## src/stopwatch_seven_segment_mux_defines.svh

```systemverilog
// Assertion helpers shared by the stopwatch RTL.
`ifndef STOPWATCH_SEVEN_SEGMENT_MUX_DEFINES_SVH
`define STOPWATCH_SEVEN_SEGMENT_MUX_DEFINES_SVH

// Check cons in the same cycle as ante.
`define SWSSM_ASSERT_NOW(name, clk_i, rstn_i, ante, cons) \
    name: assert property (@(posedge clk_i) disable iff (!rstn_i) (ante) |-> (cons)) \
        else $error("swssm: assertion failed");

// Check cons in the cycle after ante.
`define SWSSM_ASSERT_NEXT(name, clk_i, rstn_i, ante, cons) \
    name: assert property (@(posedge clk_i) disable iff (!rstn_i) (ante) |=> (cons)) \
        else $error("swssm: assertion failed");

`endif

```

## src/swssm_pkg.sv

```systemverilog
package swssm_pkg;

    localparam int NUM_DIGITS = 4;
    localparam int CNT_W      = 14;

    localparam logic [1:0] OP_TICK = 2'd0;
    localparam logic [1:0] OP_SCAN = 2'd1;
    localparam logic [1:0] OP_DATE = 2'd2;

    localparam logic [2:0] REG_WRAP_LIMIT         = 3'd0;
    localparam logic [2:0] REG_BLINK_PERIOD       = 3'd1;
    localparam logic [2:0] REG_DEBOUNCE_STEPS     = 3'd2;
    localparam logic [2:0] REG_DATE_PHASE_TICKS   = 3'd3;
    localparam logic [2:0] REG_DATE_DIGITS_FIRST  = 3'd4;
    localparam logic [2:0] REG_DATE_DIGITS_SECOND = 3'd5;
    localparam logic [2:0] REG_DATE_DOTS_FIRST    = 3'd6;
    localparam logic [2:0] REG_DATE_DOTS_SECOND   = 3'd7;

    typedef struct packed {
        logic [1:0] op;
        logic       start_stop_pressed;
        logic       reset_pressed;
    } in_item_t;

    typedef struct packed {
        logic [7:0] segments;
        logic [3:0] digit_select;
        logic       running;
        logic       date_showing;
    } out_item_t;

    typedef struct packed {
        logic [CNT_W-1:0] wrap_limit;
        logic [7:0]       blink_period;
        logic [7:0]       debounce_steps;
        logic [9:0]       date_phase_ticks;
        logic [15:0]      date_digits_first;
        logic [15:0]      date_digits_second;
        logic [3:0]       date_dots_first;
        logic [3:0]       date_dots_second;
    } cfg_t;

    typedef struct packed {
        logic       busy;
        logic       done;
        logic [7:0] residue;
    } res_load_t;

    typedef logic [NUM_DIGITS-1:0][3:0] digits_t;

    function automatic logic [6:0] seg_code(input logic [3:0] d);
        logic [6:0] s;
        case (d)
            4'd0:    s = 7'h3f;
            4'd1:    s = 7'h06;
            4'd2:    s = 7'h5b;
            4'd3:    s = 7'h4f;
            4'd4:    s = 7'h66;
            4'd5:    s = 7'h6d;
            4'd6:    s = 7'h7d;
            4'd7:    s = 7'h07;
            4'd8:    s = 7'h7f;
            4'd9:    s = 7'h6f;
            default: s = 7'h00;
        endcase
        return s;
    endfunction

    // Digit 0 sits in the top nibble.
    function automatic digits_t pattern_digits(input logic [15:0] v);
        digits_t d;
        for (int i = 0; i < NUM_DIGITS; i++) begin
            d[i] = v[15-4*i -: 4];
        end
        return d;
    endfunction

    // Digit 3 is the least significant decimal digit.
    function automatic digits_t bcd_inc(input digits_t v);
        digits_t d;
        logic    carry;
        d     = v;
        carry = 1'b1;
        for (int k = 0; k < NUM_DIGITS; k++) begin
            if (carry) begin
                if (d[NUM_DIGITS-1-k] == 4'd9) begin
                    d[NUM_DIGITS-1-k] = 4'd0;
                end
                else begin
                    d[NUM_DIGITS-1-k] = d[NUM_DIGITS-1-k] + 4'd1;
                    carry = 1'b0;
                end
            end
        end
        return d;
    endfunction

endpackage

```

## src/swssm_skid.sv

```systemverilog
`include "stopwatch_seven_segment_mux_defines.svh"

module swssm_skid
    import swssm_pkg::*;
(
    input  logic      clk,
    input  logic      rst_n,
    input  logic      push,
    input  out_item_t push_data,
    output logic      space,
    output logic      out_valid,
    input  logic      out_ready,
    output out_item_t out_data
);

    out_item_t  buf_reg [2];
    logic [1:0] cnt_reg, cnt_next;
    logic       wr_reg, rd_reg;
    logic       pop;

    assign pop       = out_valid & out_ready;
    assign space     = (cnt_reg != 2'd2);
    assign out_valid = (cnt_reg != 2'd0);
    assign out_data  = buf_reg[rd_reg];

    always_comb
    begin
        cnt_next = cnt_reg;
        if (push && !pop) begin
            cnt_next = cnt_reg + 2'd1;
        end
        else if (pop && !push) begin
            cnt_next = cnt_reg - 2'd1;
        end
    end

    always_ff @(posedge clk or negedge rst_n)
    begin
        if (!rst_n) begin
            cnt_reg <= '0;
            wr_reg  <= 1'b0;
            rd_reg  <= 1'b0;
        end
        else begin
            cnt_reg <= cnt_next;
            if (push) begin
                wr_reg <= ~wr_reg;
            end
            if (pop) begin
                rd_reg <= ~rd_reg;
            end
        end
    end

    always_ff @(posedge clk)
    begin
        if (push) begin
            buf_reg[wr_reg] <= push_data;
        end
    end

    `SWSSM_ASSERT_NOW(a_no_overflow, clk, rst_n, 1'b1, cnt_reg != 2'd3)

endmodule
```

## config.mk

```make
export PLATFORM = sky130hd
export DESIGN_NAME = swssm_skid
export DESIGN_NICKNAME = d
export VERILOG_FILES = /design/src/swssm_pkg.sv /design/src/swssm_skid.sv
export VERILOG_INCLUDE_DIRS = /design/src /design/src/src
export SDC_FILE = /design/constraint.sdc
export NUM_CORES = 1
export LEC_CHECK = 0
export BUFFER_PORTS_ARGS = -buffer_cell sky130_fd_sc_hd__buf_2
export CORE_MARGIN = 3
export CORE_UTILIZATION = 57
export CTS_BUF_LIST = sky130_fd_sc_hd__clkbuf_4 sky130_fd_sc_hd__clkbuf_8
export DETAILED_ROUTE_END_ITERATION = 8
export GPL_ROUTABILITY_DRIVEN = 0
export GPL_TIMING_DRIVEN = 0
export PLACE_DENSITY = 0.86
export SLEW_MARGIN = 0
export SYNTH_ARGS = -nofsm -noshare
export SYNTH_HDL_FRONTEND = slang
export SYNTH_SLANG_ARGS = --single-unit
```

## constraint.sdc

```tcl
create_clock -name clk -period 2.2 [get_ports clk]
set_input_delay 0.55 -clock clk [delete_from_list [all_inputs] [get_ports clk]]
set_output_delay 0.55 -clock clk [all_outputs]
set_load 0.02 [all_outputs]
```

==> Word level (Yosys, flattened, before mapping) <==
Memories as Yosys holds them, arrays and structs flattened.
Cells that the tools add are included.
{ "totals": {"register_bits": 4, "ram_bits": 28, "input_bits": 18, "out_inout_bits": 16, "wordCells": 20, "memories": 1} }
{ "classes": {"add_sub_neg": 2, "eq_ne": 1, "muxes": 4, "bitwise": 3, "n_reduce_logical": 6} }
{ "memory_table": {"columns": ["name", "depth", "word_bits", "rd", "rd_ports_with_merged_regs", "wr", "line_no", "rtl"], "rows": [
  ["buf_reg", 2, 14, 1, 0, 1, "swssm_skid.sv:16", "out_item_t buf_reg [2];"]
]} }
{ "op_table": {"columns": ["operator", "count"], "rows": [
  ["2-to-1 mux 2 bit", 2],
  ["nonzero test 2 bit", 2],
  ["adder 2 x 1 -> 2 bit (second input constant)", 1],
  ["logical AND 1 bit", 2],
  ["zero test 1 bit", 2],
  ["2-to-1 mux 1 bit", 2],
  ["!= test 2 bit (second input constant)", 1],
  ["inverter 1 bit", 2],
  ["subtractor 2 x 1 -> 2 bit (second input constant)", 1],
  ["AND 1 bit", 1]
]} }

==> Longest topological paths before layout <==
{ "logic_depth": {"word_depth": 5, "ltp_mapped": 6, "mapped_depth_nobuf": 6} }

==> Worst setup path after synthesis <==
Ideal clock, no wire load.
{ "synth_path": {"path_kind": "input-to-reg", "startpoint": "input push", "endpoint": "memory buf_reg[0][0] (netlist name) (enable)", "setup_ns": 0.386, "arrival_time_ns": 1.229, "required_ns": 1.814, "path_slack_ns": 0.585, "cell_stages": 1, "n_path_buf": 0, "path_cell_list": "nor2b_1"} }
{ "synth_via": {"elab_chain_cells": 2} }
{ "synth_rtl": {"columns": ["element", "line_no", "rtl"], "rows": [
  ["from (decl)", "swssm_skid.sv:8", "input logic push,"],
  ["2-to-1 mux 1 bit", "swssm_skid.sv:57", "if (push) begin"],
  ["2-to-1 mux 1 bit (implied by the code)", "swssm_skid.sv:58", "buf_reg[wr_reg] <= push_data;"],
  ["to (decl)", "swssm_skid.sv:16", null]
]} }
Every way passes these cells.

==> out/metrics.yaml <==
sta:
  layout_min_cycle_time_ps: 1981
  tightest_slew_ps: 1258
  fin_setup_tns_ps: 0
  slew_headroom_pct: 15.94
  maxSlewViolCount: 0
  setup_ws_ps: 218.8
  setup_viol: 0
  period_share_pct: 90.06
  fmax_mhz: 504.7
  hold_viol: 0
  rsz0062_at_grt: "no"
  skew_ps: 11.77
layout:
  fin_cells: 129
  antenna_cells: 0
  num-nets-final: 120
  drive_above_1_share_pct: 55.88
  final_area_mm2: 0.001520
  nFillCells: 128
  area_growth_pct: 21.14
  largest_reg_flops: 28
logic_synthesis:
  synth_fp_nets: 79
  ys_seq_area_share_pct: 74.98
  ys_warn_count: 0
  ys_ff_latch: 32
  syn_avg_cell_area_um2: 20.92
  netlist_area_mm2: 0.001255
  synth.distinct_cells: 15
  synth_cells: 60
global_routing:
  overflow: 0
  grt_pass1_vias: 655
  antenna_found_initial: 0
  track_usage_pct: 15.36
  grt_pass1_wl_mm: 2.842
  grt_max_degree: 15
clocking:
  ctsHoldBuffers: 1
  worstSkewPairLatency_ps: 320
  clockRootBuffer: "clkbuf_4"
  cts_sinks: 32
  cts-buffers-inserted: 5
  htree_num_levels: 2
  post-cts-setup-buffer-count: 0
  clock_path_buffers: 2
  path_clk_slew_ps: 90
  cts_tree: "yes"
  cts_resized: 0
critical_path:
  cp.arrival_ps: 1430
  path_cells: "buf_6 > buf_12 > mux2_4 > buf_2"
  cp-end-kind: "output pin"
  critical_path_class: "reg2out"
  crit_family: "buffers and inverters"
  cpPeakStageDelay_ps: 380
  worst-path-buf-inv: 3
  crit_fanout: 10
  critPathLaunchType: "flip-flop"
  slowest_stage: "dfrtp_1"
  crit_required_ps: 1650
routing:
  ant_nets: 0
  drc: 0
  dr.pass1.iters: 3
  drt-initial-drc-count: 9
  wl_per_cell_um: 14.22
  vias: 635
  via_per_inst: 4.922
  wl_mm: 1.835
floorplanning:
  die_area_mm2: 0.002801
  ios: 34
  die_w_um: 52.92
  start_util_pct: 62.07
  core_mm2: 0.002022
  rows: 16
  die_h_um: 52.92
job:
  max_cap_violations: 0
power:
  finalPower_uw: 1958
  peakVddDrop_v: 0.0007835
  power_density_mw_per_mm2: 1288
  leakagePower_uw: 0.0006243
placed_design:
  port_buffers: 33
  dp_hpwl_mm: 1.325
  dp.cells: 120
  place_ws_ps: 110.6
  place_area_mm2: 0.001454
run_status:
  status: "completed"
worst_hold_path:
  hp-class: "in2reg"
## cell type report
class | count | area (µm²) | area share [%]
Sequential cell | 32 | 940.9 | 61.89
Multi-Input combinational cell | 26 | 282.8 | 18.60
Timing Repair Buffer | 34 | 175.2 | 11.52
Clock buffer | 7 | 52.55 | 3.457
Tap cell | 27 | 33.78 | 2.222
Buffer | 2 | 31.28 | 2.058
Clock inverter | 1 | 3.754 | 0.2469
## power by group
part	internal, µW	switching, µW	total (µW)
Sequential	820	56.3	877
Combinational	362	405	767
Clock	147	166	314
## synth_stat cells
master / count / share of area [%]
buf_6: 1 / 0.90
ha_1: 1 / 1.0
xor2_1: 3 / 2.1
nor2b_1: 1 / 0.50
dfrtp_1: 4 / 8.0
buf_12: 1 / 1.6
and2_1: 1 / 0.50
mux2_4: 9 / 11
mux2_2: 5 / 4.5
nand2b_1: 1 / 0.50
or2_1: 1 / 0.50
xnor2_1: 2 / 1.4
nand2_2: 1 / 0.50
nor2_1: 1 / 0.30
edfxtp_1: 28 / 67
## path summary, 6_finish.rpt
check	start	end	slack [ps]	cells after the start
worst max register to register	wr_reg	buf_reg[0][12]	430	1
worst min register to register	wr_reg	wr_reg	500	1
min in group asynchronous	rst_n	wr_reg	570	2
max in group asynchronous	rst_n	cnt_reg[1]	1520	2
worst max-delay path	rd_reg	out_data[12]	220	4
worst min-delay path	push_data[11]	buf_reg[0][11]	420	1
## cells in the final DEF (no fill, tap or decap)
master          n
ha_1            1
mux2_4          9
buf_2          33
xnor2_1         2
edfxtp_1       28
dfrtp_1         4
dlygate4sd3_1   1
clkinv_1        1
and2_1          1
nand2b_1        1
nand2_2         1
nor2b_1         1
clkbuf_4        7
buf_6           1
xor2_1          3
nor2_1          1
buf_12          1
or2_1           1
mux2_2          5
## cell families after synthesis
family | after synthesis | synth area share, %
buffers and inverters | 2 | 2.493
flip-flops | 32 | 74.98
adder cells (fa/ha/maj) | 1 | 0.9968
AND/OR/NAND/NOR | 6 | 2.793
XOR/XNOR | 5 | 3.490
multiplexers | 14 | 15.25
## metrics by stage
stage          utilization (%)  hold slack [ps]
3_3_place_gp             71.91            355.7
3_5_place_dp             71.91            358.7
5_1_grt                  75.19            398.8
2_1_floorplan                -            254.4
4_1_cts                  75.19            398.1
6_report                 75.19            416.5
## layer usage
metal | routed length [µm] | global-route usage, % | up-vias | share of wire, %
met5 | 0 | 0 | - | 0
met4 | 37 | 8.936 | 0 | 2.0
met3 | 111 | 5.070 | 7 | 6.0
met2 | 996 | 26.65 | 22 | 54
met1 | 691 | 16.02 | 294 | 38
li1 | - | - | 312 | -
Power figures use the tool's default switching activity.
