`src/stopwatch_seven_segment_mux_defines.svh`:
```
// Assertion helpers shared by the stopwatch RTL.
`ifndef STOPWATCH_SEVEN_SEGMENT_MUX_DEFINES_SVH
`define STOPWATCH_SEVEN_SEGMENT_MUX_DEFINES_SVH

// Check cons in the same cycle as ante.
`define SWSSM_ASSERT_NOW(name, clk_i, rstn_i, ante, cons) \
    name: assert property (@(posedge clk_i) disable iff (!rstn_i) (ante) |-> (cons)) \
        else $error("swssm: assertion failed");

// Check cons in the cycle after ante.
`define SWSSM_ASSERT_NEXT(name, clk_i, rstn_i, ante, cons) \
    name: assert property (@(posedge clk_i) disable iff (!rstn_i) (ante) |=> (cons)) \
        else $error("swssm: assertion failed");

`endif

```
`src/swssm_pkg.sv`:
```
package swssm_pkg;

    localparam int NUM_DIGITS = 4;
    localparam int CNT_W      = 14;

    localparam logic [1:0] OP_TICK = 2'd0;
    localparam logic [1:0] OP_SCAN = 2'd1;
    localparam logic [1:0] OP_DATE = 2'd2;

    localparam logic [2:0] REG_WRAP_LIMIT         = 3'd0;
    localparam logic [2:0] REG_BLINK_PERIOD       = 3'd1;
    localparam logic [2:0] REG_DEBOUNCE_STEPS     = 3'd2;
    localparam logic [2:0] REG_DATE_PHASE_TICKS   = 3'd3;
    localparam logic [2:0] REG_DATE_DIGITS_FIRST  = 3'd4;
    localparam logic [2:0] REG_DATE_DIGITS_SECOND = 3'd5;
    localparam logic [2:0] REG_DATE_DOTS_FIRST    = 3'd6;
    localparam logic [2:0] REG_DATE_DOTS_SECOND   = 3'd7;

    typedef struct packed {
        logic [1:0] op;
        logic       start_stop_pressed;
        logic       reset_pressed;
    } in_item_t;

    typedef struct packed {
        logic [7:0] segments;
        logic [3:0] digit_select;
        logic       running;
        logic       date_showing;
    } out_item_t;

    typedef struct packed {
        logic [CNT_W-1:0] wrap_limit;
        logic [7:0]       blink_period;
        logic [7:0]       debounce_steps;
        logic [9:0]       date_phase_ticks;
        logic [15:0]      date_digits_first;
        logic [15:0]      date_digits_second;
        logic [3:0]       date_dots_first;
        logic [3:0]       date_dots_second;
    } cfg_t;

    typedef struct packed {
        logic       busy;
        logic       done;
        logic [7:0] residue;
    } res_load_t;

    typedef logic [NUM_DIGITS-1:0][3:0] digits_t;

    function automatic logic [6:0] seg_code(input logic [3:0] d);
        logic [6:0] s;
        case (d)
            4'd0:    s = 7'h3f;
            4'd1:    s = 7'h06;
            4'd2:    s = 7'h5b;
            4'd3:    s = 7'h4f;
            4'd4:    s = 7'h66;
            4'd5:    s = 7'h6d;
            4'd6:    s = 7'h7d;
            4'd7:    s = 7'h07;
            4'd8:    s = 7'h7f;
            4'd9:    s = 7'h6f;
            default: s = 7'h00;
        endcase
        return s;
    endfunction

    // Digit 0 sits in the top nibble.
    function automatic digits_t pattern_digits(input logic [15:0] v);
        digits_t d;
        for (int i = 0; i < NUM_DIGITS; i++) begin
            d[i] = v[15-4*i -: 4];
        end
        return d;
    endfunction

    // Digit 3 is the least significant decimal digit.
    function automatic digits_t bcd_inc(input digits_t v);
        digits_t d;
        logic    carry;
        d     = v;
        carry = 1'b1;
        for (int k = 0; k < NUM_DIGITS; k++) begin
            if (carry) begin
                if (d[NUM_DIGITS-1-k] == 4'd9) begin
                    d[NUM_DIGITS-1-k] = 4'd0;
                end
                else begin
                    d[NUM_DIGITS-1-k] = d[NUM_DIGITS-1-k] + 4'd1;
                    carry = 1'b0;
                end
            end
        end
        return d;
    endfunction

endpackage

```
`src/swssm_res_div.sv`:
```
`include "stopwatch_seven_segment_mux_defines.svh"

module swssm_res_div
    import swssm_pkg::*;
(
    input  logic             clk,
    input  logic             rst_n,
    input  logic             start,
    input  logic [7:0]       divisor,
    input  logic [CNT_W-1:0] count,
    output res_load_t        res_load
);

    logic       busy_reg, busy_next;
    logic       done_reg, done_next;
    logic [3:0] idx_reg, idx_next;
    logic [7:0] rem_reg, rem_next;
    logic [7:0] div_reg, div_next;
    logic [8:0] trial;

    always_comb
    begin
        busy_next = busy_reg;
        done_next = 1'b0;
        idx_next  = idx_reg;
        rem_next  = rem_reg;
        div_next  = div_reg;
        trial     = {rem_reg, count[idx_reg]};
        if (start) begin
            div_next = divisor;
            rem_next = '0;
            idx_next = 4'(CNT_W - 1);
            if (divisor == 8'd0) begin
                busy_next = 1'b0;
                done_next = 1'b1;
            end
            else begin
                busy_next = 1'b1;
            end
        end
        else if (busy_reg) begin
            if (trial >= {1'b0, div_reg}) begin
                rem_next = 8'(trial - {1'b0, div_reg});
            end
            else begin
                rem_next = trial[7:0];
            end
            idx_next = idx_reg - 4'd1;
            if (idx_reg == 4'd0) begin
                busy_next = 1'b0;
                done_next = 1'b1;
            end
        end
    end

    always_ff @(posedge clk or negedge rst_n)
    begin
        if (!rst_n) begin
            busy_reg <= 1'b0;
            done_reg <= 1'b0;
            idx_reg  <= '0;
            rem_reg  <= '0;
            div_reg  <= '0;
        end
        else begin
            busy_reg <= busy_next;
            done_reg <= done_next;
            idx_reg  <= idx_next;
            rem_reg  <= rem_next;
            div_reg  <= div_next;
        end
    end

    assign res_load.busy    = busy_reg | done_reg;
    assign res_load.done    = done_reg;
    assign res_load.residue = rem_reg;

    `SWSSM_ASSERT_NEXT(a_done_pulse, clk, rst_n, done_reg && !start, !done_reg)
    `SWSSM_ASSERT_NOW(a_rem_below_div, clk, rst_n, busy_reg, rem_reg < div_reg)

endmodule

```
`config.mk`:
```
export PLATFORM = sky130hd
export DESIGN_NAME = swssm_res_div
export DESIGN_NICKNAME = d
export VERILOG_FILES = /design/src/swssm_pkg.sv /design/src/swssm_res_div.sv
export VERILOG_INCLUDE_DIRS = /design/src /design/src/src
export SDC_FILE = /design/constraint.sdc
export NUM_CORES = 1
export LEC_CHECK = 0
export BUFFER_PORTS_ARGS = -buffer_cell sky130_fd_sc_hd__buf_2
export CAP_MARGIN = 10
export CORE_MARGIN = 2
export CORE_UTILIZATION = 35
export CTS_CLUSTER_DIAMETER = 50
export CTS_CLUSTER_SIZE = 14
export DETAILED_ROUTE_END_ITERATION = 12
export SETUP_SLACK_MARGIN = 0.15
export SLEW_MARGIN = 5
export SYNTH_ARGS = -nofsm -noshare
export SYNTH_HDL_FRONTEND = slang
export SYNTH_SLANG_ARGS = --single-unit
```
`constraint.sdc`:
```
create_clock -name clk -period 5.6 [get_ports clk]
set_input_delay 0.84 -clock clk [delete_from_list [all_inputs] [get_ports clk]]
set_output_delay 0.84 -clock clk [all_outputs]
set_load 0.05 [all_outputs]
```
## Word-level counts from Yosys, hierarchy flattened

Cells that the tools add are included.
W data, S select, Z words.

| storage, ports and cells | value |
|---|---|
| input port bits | 25 |
| logic and storage cells | 28 |
| memories | 0 |
| bits in writable memories | 0 |
| ROM bits | 0 |
| bits in latches | 0 |
| output and inout bits | 10 |
| register bits after elaboration | 22 |

| operators by class | value |
|---|---|
| bitwise gates (word level) | 1 |
| $add $sub $neg | 2 |
| reductions and logical operators | 3 |
| magnitude comparators | 2 |
| eq/ne operators | 0 |
| multiply operators | 0 |
| divide/modulo/power cells | 0 |
| shift operators | 0 |
| mux-type cells | 15 |

Operators by type and width:

| kind | number |
|---|---|
| $mux W8 | 3 |
| $ge A9 B8 Y1 | 1 |
| $mux W1 | 9 |
| $logic_not A8 Y1 | 1 |
| $mux W4 | 2 |
| $sub A8 B8 Y8 | 1 |
| $lt A4 B5 Y1 const B | 1 |
| $bmux W1 S4 | 1 |
| $logic_not A4 Y1 | 1 |
| $sub A4 B1 Y4 const B | 1 |
| $reduce_bool A2 Y1 | 1 |
| $or A1 B1 Y1 | 1 |

## Depth between registers and ports, before layout

| logic depth | value |
|---|---|
| word-level depth | 6 |
| depth in mapped cells | 13 |

## Worst setup path after synthesis

No wires, ideal clock.

| timing path | value |
|---|---|
| path type | input-to-reg |
| from | in count[13] |
| to | reg rem_reg[4] |
| library setup time | 0.118 ns |
| stages on the path | 11 |
| data arrival time | 3.077 ns |
| slack | 2.405 ns |
| path through | mux4_2 > o21ai_0 > a21o_1 > ha_1 > inv_1 > fa_1 > a211oi_1 > nor2_1 > xor2_1 > mux2_2 > a21o_1 |

| between the ends | value |
|---|---|
| word-level cells in the longest chain between the ends | 6 |

RTL lines:

| element | RTL line | source |
|---|---|---|
| start, declared | swssm_res_div.sv:10 | `input logic [CNT_W-1:0] count,` |
| $bmux W1 S4 (*) | swssm_res_div.sv:28 | `trial = {rem_reg, count[idx_reg]};` |
| $mux W1 (not written as such) (*) | swssm_res_div.sv:28 |  |
| $sub A8 B8 Y8 / $ge A9 B8 Y1 (equally long branches) | swssm_res_div.sv:43, swssm_res_div.sv:42 |  |
| $mux W8 (*) | swssm_res_div.sv:42 | `if (trial >= {1'b0, div_reg}) begin` |
| $mux W8 (*) | swssm_res_div.sv:41 | `else if (busy_reg) begin` |
| $mux W8 (*) | swssm_res_div.sv:29 | `if (start) begin` |
| end signal, assigned | swssm_res_div.sv:69 | `rem_reg <= rem_next;` |
| end, declared | swssm_res_div.sv:17 | `logic [7:0] rem_reg, rem_next;` |

Every way passes the cells marked *; elsewhere a longest branch is shown, timed or not. The select of a mux whose other input is x is not followed.
A chain may end at the register's enable or synchronous reset.

## Worst setup path after layout

Same ends and word-level chain as after synthesis.

==> impl_metrics.csv <==
group,metric,value,unit
pwr,powerDensity,384,mW/mm²
synthesis,yosysWarnings,0,
detailed_routing,drt_wl_total,3340,µm
global_routing,antenna_found_initial,0,
synthesis,syn_avg_cell_area,9.79,µm²
critical_path,critical_path_arrival,3.35,ns
synthesis,synth_seq_cells,22,
timing,tns,0,ns
timing,final-setup-viol-count,0,
die,coreArea,0.00429,mm²
detailed_routing,wire_per_inst,13.9,µm
clock_network,cts.repair.resized,0,
detailed_routing,via_count,1253,
critical_path,timing.rr.start,"idx_reg[0]",
layout,final_util,0.409,
critical_path,critPathMaxFanout,3,
synthesis,async_flop_share,1.00,
critical_path,ff2ff_setup_slack,2.44,ns
timing,finalHoldViolations,0,
timing,fmax,0.314,GHz
global_routing,grt_max_degree,32,
timing,grt_setup_unrepaired,"no",
synthesis,seq_area_frac_synth,0.358,
critical_path,reg2reg_depth,11,
clock_network,clock_latency,0.26,ns
placed_design,port_buffers,34,
layout,layout.nets,224,
detailed_routing,via_per_inst,5.22,
synthesis,synth_cell_types,43,
clock_network,cts_buffers,3,
global_routing,first_global_vias,1172,
synthesis,synthesis.instances,157,
global_routing,track_usage,0.141,
timing,fin_crit_sh,0.569,
pwr,cellLeakagePower,0.845,nW
layout,drive_above_1_share,0.261,
synthesis,synth_area_leaders,"dfrtp_1, ha_1, o21ai_0, mux4_2, nand2_1",
detailed_routing,drcViolationCount,0,
layout,fillers,440,
timing,fin_crit,3.18,ns
clock_network,cts_htree_levels,1,
flow_run,cap_violations,0,
clock_network,root_buffer,"clkbuf_8",
outcome,status,"completed",
critical_path,timing.rr.end,"rem_reg[4]",
clock_network,clkTransAtPathRegs,0.08,ns
critical_path,startpoint_type,"input port",
synthesis,synth_top_area_frac,0.358,
die,rows,24,
layout,diodes,0,
timing,drv_slew,0,
min_path,min_path_type,"input port to async pin",
placed_design,gp_congestion,0.755,
timing,fin_hold_ws,0.535,ns
pwr,power,676,µW
clock_network,cts_setup_buffers,0,
die,initial_core_util,0.358,
critical_path,critPathRequiredTime,5.76,ns
die,pin_count,35,
timing,fin_worst_skew,0.00122,ns
critical_path,end_kind,"flop",
clock_network,ctsHoldBuffers,0,
placed_design,dp_hpwl,2480,µm
detailed_routing,drtPass1Iterations,4,
synthesis,synth_ff_type,"dfrtp_1",
clock_network,clock_path_buffers,2,
global_routing,grt_pass1_wl,5660,µm
clock_network,clkSinkCount,22,
synthesis,synth_area_leader_cell,"dfrtp_1",
synthesis,synth_edf_count,0,
layout,final_cells,240,
die,fp.dieW,70.3,µm
layout,areaGrowthSynthToFinish,14.4,%
die,dieArea,0.00494,mm²
pwr,peakVddDrop,0.132,mV
synthesis,syn_area,0.00154,mm²
synthesis,syn_nets,192,
detailed_routing,drt_iter0_drc,47,
detailed_routing,antenna_left,0,
timing,max-slew-margin-rel,0.539,
die,die_h,70.3,µm
clock_network,tritoncts,"done",
global_routing,grt-ovfl-total,0,
critical_path,critPathKind,"input port to flop",
timing,tightestPinTransition,0.691,ns
placed_design,place_inst,236,
==> where the power goes <==
part	internal (mW)	switching (mW)	leakage, nW
clock	0.0627	0.0543	0.0288
sequential	0.183	0.0275	0.270
combinational	0.145	0.203	0.546
total	0.391	0.285	0.845
==> cell families (layout without fill, tap and decap cells) <==
| family | Yosys count | count (layout) | synth area share |
|---|---|---|---|
| compound gates | 48 | 48 | 0.215 |
| simple gates | 45 | 45 | 0.151 |
| xor+xnor | 6 | 6 | 0.0342 |
| mux | 9 | 9 | 0.0855 |
| buf+inv | 17 | 48 | 0.0692 |
| flops | 22 | 22 | 0.358 |
| fa+ha+maj | 10 | 10 | 0.0863 |
==> area by class of cell <==
| type | instances | area (µm²) | share of cell area |
|---|---|---|---|
| multi-input cells | 118 | 880 | 0.500 |
| flip-flops and latches | 22 | 551 | 0.313 |
| repair buffers | 34 | 170 | 0.0968 |
| well taps | 52 | 65.1 | 0.0370 |
| clock buffers | 4 | 55.1 | 0.0313 |
| inverters | 10 | 37.5 | 0.0214 |
==> worst max path at each step <==
stage	startpoint	end	slack, ns
2_1_floorplan	count[13]	rem_reg[4]	2.40
3_3_place_gp	count[13]	rem_reg[4]	2.18
3_5_place_dp	count[13]	rem_reg[4]	2.11
4_1_cts	count[13]	rem_reg[4]	2.40
5_1_grt	idx_reg[0]	rem_reg[4]	2.23
6_report	count[13]	rem_reg[4]	2.42
==> cell usage after synthesis (all sizes together) (2+ instances only) <==
| cell | instances |
|---|---|
| ha | 9 |
| dfrtp | 22 |
| mux2i | 3 |
| nand2 | 12 |
| a31oi | 3 |
| o21a | 6 |
| a211o | 2 |
| buf | 3 |
| xnor2 | 3 |
| o22ai | 2 |
| xor2 | 3 |
| a21o | 3 |
| o21ai | 16 |
| mux2 | 3 |
| mux4 | 3 |
| nand2b | 4 |
| clkbuf | 4 |
| inv | 10 |
| nor4 | 2 |
| a311oi | 2 |
| a211oi | 5 |
| nor2b | 5 |
| a21oi | 3 |
| or2 | 2 |
| nor3b | 4 |
| nor2 | 12 |
==> per-stage QoR <==
step / setup slack, ns / instance area, µm²
floorplan: 2.40 / 1540
global placement: 2.18 / 1700
detailed placement: 2.11 / 1700
CTS: 2.40 / 1760
global route: 2.23 / 1760
finish: 2.42 / 1760
==> cells in the final DEF, fill, tap and decap left out, drive strengths merged, types with 2 or more instances in the layout <==
master and n:
a21oi 3, or2 2, mux2i 3, a211oi 5, nor2b 5, nor4 2, ha 9, clkbuf 4
nand2 12, o21a 6, a31oi 3, o21ai 16, nor2 12, xor2 3, nor3b 4, o22ai 2
nand2b 4, a21o 3, a311oi 2, inv 10, mux4 3, mux2 3, a211o 2, buf 34
xnor2 3, dfrtp 22
==> layer usage <==
layer | GRT usage | share of wire | up-vias
li1 | - | - | 634
met1 | 0.194 | 0.48 | 591
met2 | 0.234 | 0.47 | 24
met3 | 0.0130 | 0.038 | 4
met4 | 0.0449 | 0.011 | 0
met5 | 0 | 0 | -
==> critical path, stage by stage <==
cell	delay, ns
buf_2	0.09
mux4_2	0.46
o21ai_0	0.23
a21o_1	0.15
ha_1	0.19
inv_1	0.06
fa_1	0.40
a211oi_1	0.27
nor2_1	0.08
xor2_1	0.14
mux2_2	0.26
a21o_1	0.17
Note: power is estimated with default switching activity, not from simulation.
