### config.mk
export PLATFORM = sky130hd
export DESIGN_NAME = swssm_core
export DESIGN_NICKNAME = d
export VERILOG_FILES = /design/src/swssm_pkg.sv /design/src/swssm_core.sv
export VERILOG_INCLUDE_DIRS = /design/src /design/src/src
export SDC_FILE = /design/constraint.sdc
export NUM_CORES = 1
export LEC_CHECK = 0
export ABC_AREA = 1
export BUFFER_PORTS_ARGS = -buffer_cell sky130_fd_sc_hd__buf_2
export CAP_MARGIN = 20
export CORE_AREA = 4 4 117 119
export CTS_CLUSTER_SIZE = 8
export DETAILED_ROUTE_END_ITERATION = 7
export DIE_AREA = 0 0 121 123
export GPL_ROUTABILITY_DRIVEN = 0
export PLACE_DENSITY = 0.9
export SYNTH_ARGS = -nofsm -noshare
export SYNTH_HDL_FRONTEND = slang
export SYNTH_SLANG_ARGS = --single-unit
### constraint.sdc
create_clock -name clk -period 3.7 [get_ports clk]
set_input_delay 0.74 -clock clk [delete_from_list [all_inputs] [get_ports clk]]
set_output_delay 0.74 -clock clk [all_outputs]
set_load 0.02 [all_outputs]
### src/stopwatch_seven_segment_mux_defines.svh
// Assertion helpers shared by the stopwatch RTL.
`ifndef STOPWATCH_SEVEN_SEGMENT_MUX_DEFINES_SVH
`define STOPWATCH_SEVEN_SEGMENT_MUX_DEFINES_SVH

// Check cons in the same cycle as ante.
`define SWSSM_ASSERT_NOW(name, clk_i, rstn_i, ante, cons) \
    name: assert property (@(posedge clk_i) disable iff (!rstn_i) (ante) |-> (cons)) \
        else $error("swssm: assertion failed");

// Check cons in the cycle after ante.
`define SWSSM_ASSERT_NEXT(name, clk_i, rstn_i, ante, cons) \
    name: assert property (@(posedge clk_i) disable iff (!rstn_i) (ante) |=> (cons)) \
        else $error("swssm: assertion failed");

`endif

### src/swssm_pkg.sv
package swssm_pkg;

    localparam int NUM_DIGITS = 4;
    localparam int CNT_W      = 14;

    localparam logic [1:0] OP_TICK = 2'd0;
    localparam logic [1:0] OP_SCAN = 2'd1;
    localparam logic [1:0] OP_DATE = 2'd2;

    localparam logic [2:0] REG_WRAP_LIMIT         = 3'd0;
    localparam logic [2:0] REG_BLINK_PERIOD       = 3'd1;
    localparam logic [2:0] REG_DEBOUNCE_STEPS     = 3'd2;
    localparam logic [2:0] REG_DATE_PHASE_TICKS   = 3'd3;
    localparam logic [2:0] REG_DATE_DIGITS_FIRST  = 3'd4;
    localparam logic [2:0] REG_DATE_DIGITS_SECOND = 3'd5;
    localparam logic [2:0] REG_DATE_DOTS_FIRST    = 3'd6;
    localparam logic [2:0] REG_DATE_DOTS_SECOND   = 3'd7;

    typedef struct packed {
        logic [1:0] op;
        logic       start_stop_pressed;
        logic       reset_pressed;
    } in_item_t;

    typedef struct packed {
        logic [7:0] segments;
        logic [3:0] digit_select;
        logic       running;
        logic       date_showing;
    } out_item_t;

    typedef struct packed {
        logic [CNT_W-1:0] wrap_limit;
        logic [7:0]       blink_period;
        logic [7:0]       debounce_steps;
        logic [9:0]       date_phase_ticks;
        logic [15:0]      date_digits_first;
        logic [15:0]      date_digits_second;
        logic [3:0]       date_dots_first;
        logic [3:0]       date_dots_second;
    } cfg_t;

    typedef struct packed {
        logic       busy;
        logic       done;
        logic [7:0] residue;
    } res_load_t;

    typedef logic [NUM_DIGITS-1:0][3:0] digits_t;

    function automatic logic [6:0] seg_code(input logic [3:0] d);
        logic [6:0] s;
        case (d)
            4'd0:    s = 7'h3f;
            4'd1:    s = 7'h06;
            4'd2:    s = 7'h5b;
            4'd3:    s = 7'h4f;
            4'd4:    s = 7'h66;
            4'd5:    s = 7'h6d;
            4'd6:    s = 7'h7d;
            4'd7:    s = 7'h07;
            4'd8:    s = 7'h7f;
            4'd9:    s = 7'h6f;
            default: s = 7'h00;
        endcase
        return s;
    endfunction

    // Digit 0 sits in the top nibble.
    function automatic digits_t pattern_digits(input logic [15:0] v);
        digits_t d;
        for (int i = 0; i < NUM_DIGITS; i++) begin
            d[i] = v[15-4*i -: 4];
        end
        return d;
    endfunction

    // Digit 3 is the least significant decimal digit.
    function automatic digits_t bcd_inc(input digits_t v);
        digits_t d;
        logic    carry;
        d     = v;
        carry = 1'b1;
        for (int k = 0; k < NUM_DIGITS; k++) begin
            if (carry) begin
                if (d[NUM_DIGITS-1-k] == 4'd9) begin
                    d[NUM_DIGITS-1-k] = 4'd0;
                end
                else begin
                    d[NUM_DIGITS-1-k] = d[NUM_DIGITS-1-k] + 4'd1;
                    carry = 1'b0;
                end
            end
        end
        return d;
    endfunction

endpackage

### src/swssm_core.sv
`include "stopwatch_seven_segment_mux_defines.svh"

module swssm_core
    import swssm_pkg::*;
(
    input  logic             clk,
    input  logic             rst_n,
    input  logic             advance,
    input  in_item_t         item,
    input  cfg_t             cfg,
    input  res_load_t        res_load,
    output logic [CNT_W-1:0] count,
    output out_item_t        result
);

    logic [CNT_W-1:0]      count_reg, count_next;
    digits_t               bcd_reg, bcd_next;
    logic [7:0]            res_reg, res_next;
    digits_t               shown_reg, shown_next;
    logic [NUM_DIGITS-1:0] dots_reg, dots_next;
    logic                  stopped_reg, stopped_next;
    logic [7:0]            debounce_reg, debounce_next;
    logic                  date_active_reg, date_active_next;
    logic [10:0]           date_ticks_reg, date_ticks_next;
    logic [1:0]            scan_reg, scan_next;
    logic [7:0]            seg_reg, seg_next;
    logic [NUM_DIGITS-1:0] sel_reg, sel_next;
    logic [10:0]           dt;
    logic [7:0]            res_inc;
    logic [7:0]            deb_dec;

    always_comb
    begin
        count_next       = count_reg;
        bcd_next         = bcd_reg;
        res_next         = res_reg;
        shown_next       = shown_reg;
        dots_next        = dots_reg;
        stopped_next     = stopped_reg;
        debounce_next    = debounce_reg;
        date_active_next = date_active_reg;
        date_ticks_next  = date_ticks_reg;
        scan_next        = scan_reg;
        seg_next         = seg_reg;
        sel_next         = sel_reg;
        dt               = date_ticks_reg + 11'd1;
        res_inc          = res_reg + 8'd1;
        deb_dec          = (debounce_reg != 8'd0) ? debounce_reg - 8'd1 : debounce_reg;

        if (res_load.done) begin
            res_next = res_load.residue;
        end

        if (advance) begin
            case (item.op)
                OP_TICK:
                begin
                    if (!stopped_reg) begin
                        if (count_reg >= cfg.wrap_limit) begin
                            count_next = '0;
                            bcd_next   = '0;
                            res_next   = '0;
                        end
                        else begin
                            count_next = count_reg + 14'd1;
                            bcd_next   = bcd_inc(bcd_reg);
                            res_next   = (res_inc == cfg.blink_period) ? 8'd0 : res_inc;
                        end
                        if (cfg.blink_period != 8'd0 && res_next == 8'd0) begin
                            dots_next[1] = ~dots_reg[1];
                        end
                        shown_next = bcd_next;
                    end
                    if (date_active_reg) begin
                        if (dt <= {1'b0, cfg.date_phase_ticks}) begin
                            date_ticks_next = dt;
                            shown_next      = pattern_digits(cfg.date_digits_first);
                            dots_next       = cfg.date_dots_first;
                        end
                        else if (dt <= {cfg.date_phase_ticks, 1'b0}) begin
                            date_ticks_next = dt;
                            shown_next      = pattern_digits(cfg.date_digits_second);
                            dots_next       = cfg.date_dots_second;
                        end
                        else begin
                            date_ticks_next  = '0;
                            date_active_next = 1'b0;
                        end
                    end
                end
                OP_SCAN:
                begin
                    seg_next      = {dots_reg[scan_reg], 7'(seg_code(shown_reg[scan_reg]))};
                    sel_next      = NUM_DIGITS'(1) << scan_reg;
                    debounce_next = deb_dec;
                    if (scan_reg == 2'(NUM_DIGITS - 1)) begin
                        if (deb_dec == 8'd0 && item.start_stop_pressed) begin
                            stopped_next  = ~stopped_reg;
                            debounce_next = cfg.debounce_steps;
                        end
                        else if (item.reset_pressed) begin
                            count_next = '0;
                            bcd_next   = '0;
                            res_next   = '0;
                            shown_next = '0;
                        end
                    end
                    scan_next = scan_reg + 2'd1;
                end
                OP_DATE:
                begin
                    date_active_next = 1'b1;
                end
                default:
                begin
                end
            endcase
        end
    end

    always_ff @(posedge clk or negedge rst_n)
    begin
        if (!rst_n) begin
            count_reg       <= '0;
            bcd_reg         <= '0;
            res_reg         <= '0;
            shown_reg       <= '0;
            dots_reg        <= '0;
            stopped_reg     <= 1'b1;
            debounce_reg    <= '0;
            date_active_reg <= 1'b0;
            date_ticks_reg  <= '0;
            scan_reg        <= '0;
            seg_reg         <= '0;
            sel_reg         <= '0;
        end
        else begin
            count_reg       <= count_next;
            bcd_reg         <= bcd_next;
            res_reg         <= res_next;
            shown_reg       <= shown_next;
            dots_reg        <= dots_next;
            stopped_reg     <= stopped_next;
            debounce_reg    <= debounce_next;
            date_active_reg <= date_active_next;
            date_ticks_reg  <= date_ticks_next;
            scan_reg        <= scan_next;
            seg_reg         <= seg_next;
            sel_reg         <= sel_next;
        end
    end

    assign count               = count_reg;
    assign result.segments     = seg_next;
    assign result.digit_select = sel_next;
    assign result.running      = ~stopped_next;
    assign result.date_showing = date_active_next;

    `SWSSM_ASSERT_NOW(a_sel_onehot0, clk, rst_n, 1'b1, $onehot0(sel_reg))
    `SWSSM_ASSERT_NEXT(a_scan_drives, clk, rst_n, advance && item.op == OP_SCAN, sel_reg != '0)

endmodule

Yosys cells after proc, flatten, opt, wreduce, memory -nomap -nowiden
Memory sizes are Yosys's and may differ from the RTL's.
Index checks and enable logic that the tools add are counted.
Widths: inputs -> output; s select.
- flip-flop bits (word level): 93
- memory bits (read-only): 112
- input bits: 97
- output and inout port bits: 28
- word-level logic and storage cells: 144
- memories kept: 1
- $add $sub $neg: 9
- order comparisons: 4
- eq/ne operators: 12
- shift operators: 1
- muxes and demuxes: 80
- bitwise operators: 3
- reductions and logical operators: 15
- memory list (name ; depth ; width ; rd ports ; clocked after memory_dff ; wr ports ; RTL line ; text):
    (no name shown) ; 16 ; 7 ; 1 ; 0 ; 0 ; swssm_pkg.sv:53 ; case (d)
- operator list (cell ; number):
    $mux 16 ; 9
    $mux 8 ; 16
    $mux 14 ; 5
    $pmux 16 s2 ; 2
    $mux 4 ; 12
    $mux 1 ; 28
    $pmux 14 s2 ; 1
    $mux 11 ; 2
    $add 4x1->4 const B ; 4
    $eq 4x4->1 const B ; 4
    $logic_not 8->1 ; 2
    $pmux 8 s2 ; 1
    $reduce_bool 8->1 ; 2
    $add 14x1->14 const B ; 1
    $ge 14x14->1 ; 1
    $add 11x1->11 const B ; 1
    $le 11x10->1 ; 1
    $le 11x11->1 ; 1
    $add 8x1->8 const B ; 1
    $bmux 4 s2 ; 1
    $eq 8x8->1 ; 1
    $ne 2x2->1 const B ; 4
    $sub 8x1->8 const B ; 1
    $reduce_and 6->1 ; 1
    16 further kinds ; 22

Depth between registers and ports, before layout
- word-level depth: 23
- gate-level depth with buffers: 24
- depth with buffers taken out: 23

Least setup slack after synthesis
Ideal clock, no wire load.
- kind: flip-flop to output port
- start: register date_ticks_reg[0]
- end: output port result[0] (netlist name)
- arrival time: 2727 ps
- required time: 2960 ps
- path slack: 233 ps
- stages on the path, launching flop included: 19
- path buffers: 1
- path through: dfrtp_1 ha_1 nand2_1 nor2_1 nand3_1 nor3_2 nand3_1 xor2_1 inv_1 ha_1 a21oi_1 o21a_1 o221ai_1 nand2_1 inv_1 a21oi_2 nor2_1 nor2_1 buf_4
- longest elaborated chain between the ends: 7
- elaborated cells between the ends (all ways): 8
- those cells by class: add/sub: 1; order compare: 2; mux: 5
- RTL lines (element ; RTL line ; text):
    from (decl) ; swssm_core.sv:24 ; logic [10:0] date_ticks_reg, date_ticks_next;
    from (signal assigned) ; swssm_core.sv:146 ; date_ticks_reg <= date_ticks_next;
    $add 11x1->11 (*) ; swssm_core.sv:46 ; dt = date_ticks_reg + 11'd1;
    $le 11x11->1 ; swssm_core.sv:80 ; else if (dt <= {cfg.date_phase_ticks, 1'b0}) begin
    $mux 1 ; swssm_core.sv:80 ;
    $mux 1 (*) ; swssm_core.sv:75 ; if (dt <= {1'b0, cfg.date_phase_ticks}) begin
    $mux 1 (*) ; swssm_core.sv:74 ; if (date_active_reg) begin
    $pmux 1 s2 (*) ; swssm_core.sv:55 ; case (item.op)
    $mux 1 (*) ; swssm_core.sv:54 ; if (advance) begin
    to (decl) ; swssm_core.sv:13 ; output out_item_t result
Mark *: on every way between the ends. The rest lies on a longest branch, timed or not.

==> insert_results.sql <==
INSERT INTO impl_metrics (metric_group, metric, value, unit) VALUES
('synthesis', 'synth.cell_area', '0.00723', 'sq mm'),
('critical_path', 'path_max_fanout', '3', ''),
('synthesis', 'synth_area_leaders', 'sky130_fd_sc_hd__dfrtp_1, sky130_fd_sc_hd__nand2_1, sky130_fd_sc_hd__ha_1, sky130_fd_sc_hd__inv_1, sky130_fd_sc_hd__nand3_1', ''),
('drt', 'routed_wire_length_per_instance', '15.5', 'microns'),
('clocking', 'cts_inserted_buffers', '9', ''),
('drt', 'antenna_left', '0', ''),
('global_route', 'grt.total_usage', '27.1', '%'),
('final_layout', 'mostFrequentLayoutCell', 'sky130_fd_sc_hd__nand2_1', ''),
('global_route', 'grt_pass1_wl', '32800', 'microns'),
('timing', 'fmax', '246', 'MHz'),
('power_and_ir_drop', 'combinationalPowerShare', '51.0', '%'),
('final_layout', 'flow.area_growth_from_synthesis', '22.1', '%'),
('synthesis', 'yosysTopAreaCellShare', '31.9', '%'),
('synthesis', 'synth.avg_cell_area', '6.92', 'sq um'),
('timing', 'timing.final.hold_violations', '0', ''),
('critical_path', 'critical_path.cell_chain', 'ha_2 -> nand2_2 -> nor2_4 -> nand3_2 -> buf_4 -> xor2_2 -> ha_1 -> a21o_1 -> nor2_1 -> nand2_1 -> nand2_1 -> nand2_1 -> nand2_1 -> nand2_1 -> nand2_1 -> nand2_1 -> a21oi_4 -> nor2_4 -> nor2_4 -> buf_6', ''),
('synthesis', 'synthesis.yosys.warnings', '0', ''),
('job', 'cap_violations', '0', ''),
('timing', 'finalCriticalPeriod', '4.06', 'ns'),
('critical_path', 'worstSetupStartpoint', 'date_ticks_reg[1]$_DFFE_PN0P_', ''),
('place', 'pre_cts_ws', '-0.0477', 'ns'),
('timing', 'rsz0062_at_grt', 'yes', ''),
('timing', 'relSlewSlack', '44.8', '%'),
('global_route', 'grt_overflow_total', '0', ''),
('final_layout', 'finalNonFillerCells', '1365', ''),
('die', 'die-area', '0.0149', 'sq mm'),
('final_layout', 'n_antenna_cell', '0', ''),
('synthesis', 'syn-instance-count', '1045', ''),
('drt', 'post-route-drc-count', '0', ''),
('critical_path', 'reg2reg_to', 'date_ticks_reg[6]$_DFFE_PN0P_', ''),
('die', 'chipWidth', '121', 'microns'),
('critical_path', 'timing.reg2reg.worst_path_depth', '22', ''),
('critical_path', 'critPathSlowestCell', 'sky130_fd_sc_hd__dfrtp_1', ''),
('power_and_ir_drop', 'power.static_leakage', '4.66', 'nW'),
('power_and_ir_drop', 'p_int', '2.87', 'mW'),
('final_layout', 'layout.cells.most_common_list', 'sky130_fd_sc_hd__nand2_1, sky130_fd_sc_hd__buf_2, sky130_fd_sc_hd__inv_1, sky130_fd_sc_hd__dfrtp_1, sky130_fd_sc_hd__nor2_1', ''),
('critical_path', 'critical_path_buf_inv_count', '2', ''),
('synthesis', 'synth.largest_area_cell', 'sky130_fd_sc_hd__dfrtp_1', ''),
('critical_path', 'cp_common_cell', 'sky130_fd_sc_hd__nand2_1', ''),
('synthesis', 'share_of_synthesized_area_occupied_by_flip_flops_and_latches', '32.2', '%'),
('critical_path', 'cp_top_family', 'simple AND/OR/NAND/NOR gates', ''),
('clocking', 'cts.reportedPaths.clkPinSlew', '0.07', 'ns'),
('synthesis', 'postSynth.asyncResetShare', '100', '%'),
('critical_path', 'cp.required', '2.96', 'ns'),
('final_layout', 'fill_cells', '984', ''),
('place', 'dp_hpwl', '14000', 'microns'),
('clocking', 'clk_latency', '0.36', 'ns'),
('synthesis', 'yosys.cell_types.count', '54', ''),
('die', 'floorplan.core_area', '0.0126', 'sq mm'),
('drt', 'routed-via-count', '7763', ''),
('drt', 'detail_route.vias_per_cell', '5.69', ''),
('clocking', 'clock_tree.root_cell', 'sky130_fd_sc_hd__clkbuf_16', ''),
('clocking', 'cts_buffer_depth', '2', ''),
('critical_path', 'worst-setup-path-type', 'flop to output pin', ''),
('run_status', 'outcome', 'complete, but fails checks', ''),
('power_and_ir_drop', 'net-switching-power', '2.39', 'mW'),
('place', 'placed_cells_incl_taps', '1330', ''),
('run_status', 'violations', 'negative setup slack', ''),
('power_and_ir_drop', 'p_sw_share', '45.4', '%'),
('final_layout', 'finalNetCount', '1335', ''),
('drt', 'detail_route.wirelength', '21200', 'microns'),
('timing', 'setup_ws', '-0.357', 'ns'),
('drt', 'detail_route.first_pass.iterations', '5', ''),
('timing', 'hold_slack', '0.479', 'ns'),
('synthesis', 'synth_enable_flop_cells', '0', ''),
('timing', 'period_share', '110', '%'),
('final_layout', 'drive_gt1_share', '22.1', '%'),
('critical_path', 'cp_data_arrival_time', '3.32', 'ns'),
('clocking', 'numClockSinks', '93', ''),
('synthesis', 'ys_ff_latch', '93', ''),
('timing', 'setup_viol', '1', '');
-- cell families after synthesis --
family / after synthesis / synth area share, %
adder cells (fa/ha/maj): 50 / 8.66
AND/OR/NAND/NOR: 553 / 32.4
AO/OA/AOI/OAI: 157 / 13.8
buffers and inverters: 158 / 8.73
flip-flops: 93 / 32.2
XOR/XNOR: 32 / 3.88
multiplexers: 2 / 0.294
-- synthesized netlist by cell type (3+ instances only) --
master / instances
sky130_fd_sc_hd__a32oi_1: 3
sky130_fd_sc_hd__nand3_2: 4
sky130_fd_sc_hd__a21oi_1: 35
sky130_fd_sc_hd__nor2_1: 87
sky130_fd_sc_hd__nor2_2: 5
sky130_fd_sc_hd__nor2_4: 3
sky130_fd_sc_hd__nand2_1: 340
sky130_fd_sc_hd__clkinv_1: 4
sky130_fd_sc_hd__o21a_1: 3
sky130_fd_sc_hd__a22oi_1: 5
sky130_fd_sc_hd__nand4_1: 7
sky130_fd_sc_hd__xnor2_1: 6
sky130_fd_sc_hd__o22ai_1: 4
sky130_fd_sc_hd__o21ai_1: 10
sky130_fd_sc_hd__a21oi_2: 3
sky130_fd_sc_hd__o21ai_0: 59
sky130_fd_sc_hd__o221ai_1: 3
sky130_fd_sc_hd__clkbuf_1: 14
sky130_fd_sc_hd__dfrtp_1: 92
sky130_fd_sc_hd__buf_2: 9
sky130_fd_sc_hd__nand3_1: 79
sky130_fd_sc_hd__nand2_2: 3
sky130_fd_sc_hd__xor2_1: 26
sky130_fd_sc_hd__a2bb2oi_1: 3
sky130_fd_sc_hd__buf_6: 3
sky130_fd_sc_hd__nor4_1: 5
sky130_fd_sc_hd__inv_1: 120
sky130_fd_sc_hd__o22ai_2: 10
sky130_fd_sc_hd__nor3_1: 11
sky130_fd_sc_hd__o21ai_2: 8
sky130_fd_sc_hd__inv_2: 6
sky130_fd_sc_hd__ha_1: 50
-- worst register-to-register path, delay by kind of cell (launching register included) --
kind | cells | cell delay (ns)
adders and majority gates | 2 | 0.52
buffers and inverters | 3 | 0.64
AOI/OAI and AO/OA | 3 | 0.50
and+or+nand+nor | 13 | 1.30
DFF | 1 | 0.38
xor gates and xnor gates | 1 | 0.16
-- metal layers --
metal	track usage [%]	up-vias	share of wire, %
met1	34.4	3552	40
met4	10.1	0	3.5
li1	-	3663	-
met5	0	-	0
met3	4.44	91	8.4
met2	46.5	457	48
-- power by group through the flow --
stage          Sequential, mW  Combinational (mW)  Clock, mW
2_1_floorplan            1.54                1.67          0
3_3_place_gp             1.55                2.18          0
3_5_place_dp             1.56                2.27          0
4_1_cts                  1.55                2.43      0.986
5_1_grt                  1.62                2.96       1.04
6_report                 1.59                2.69      0.991
-- what timing repair did --
action	in CTS	in global routing
pin swaps	15	16
gates cloned	0	4
resized for setup	33	33
setup buffers	13	7
endpoints found under the setup margin	1	27
-- area by class of cell --
| type | count | area (sq um) | area share [%] |
|---|---|---|---|
| clock buffers | 12 | 267 | 3.02 |
| clock inverters | 4 | 55.1 | 0.624 |
| inverters | 130 | 492 | 5.57 |
| multi-input cells | 794 | 4510 | 51.1 |
| flip-flops and latches | 93 | 2330 | 26.4 |
| well taps | 172 | 215 | 2.44 |
| repair buffers | 158 | 942 | 10.7 |
| repair inverters | 2 | 15.0 | 0.170 |
-- how the worst min path moves through the flow --
stage                                   startpoint  slack (ns)  depth (start not counted)                  endpoint
final                         sel_reg[0]$_DFF_PN0_        0.48                          2      sel_reg[0]$_DFF_PN0_
after global routing      shown_reg[1]$_DFFE_PN0P_        0.50                          2  shown_reg[1]$_DFFE_PN0P_
after CTS                  dots_reg[3]$_DFFE_PN0P_        0.49                          2   dots_reg[3]$_DFFE_PN0P_
after detailed placement      sel_reg[0]$_DFF_PN0_        0.45                          2      sel_reg[0]$_DFF_PN0_
after global placement        sel_reg[0]$_DFF_PN0_        0.45                          2      sel_reg[0]$_DFF_PN0_
after floorplan                              rst_n        0.44                          0    bcd_reg[0]$_DFFE_PN0P_
-- per-stage QoR --
step                total power, mW  instance area, sq um  TNS, ns
global route                   5.62                  8820    -1.30
global placement               3.73                  8050        0
detailed placement             3.83                  8050  -0.0477
floorplan                      3.20                  7230        0
CTS                            4.97                  8600   -0.660
finish                         5.27                  8820   -0.357
No activity file was read; power rests on OpenSTA's default activity.
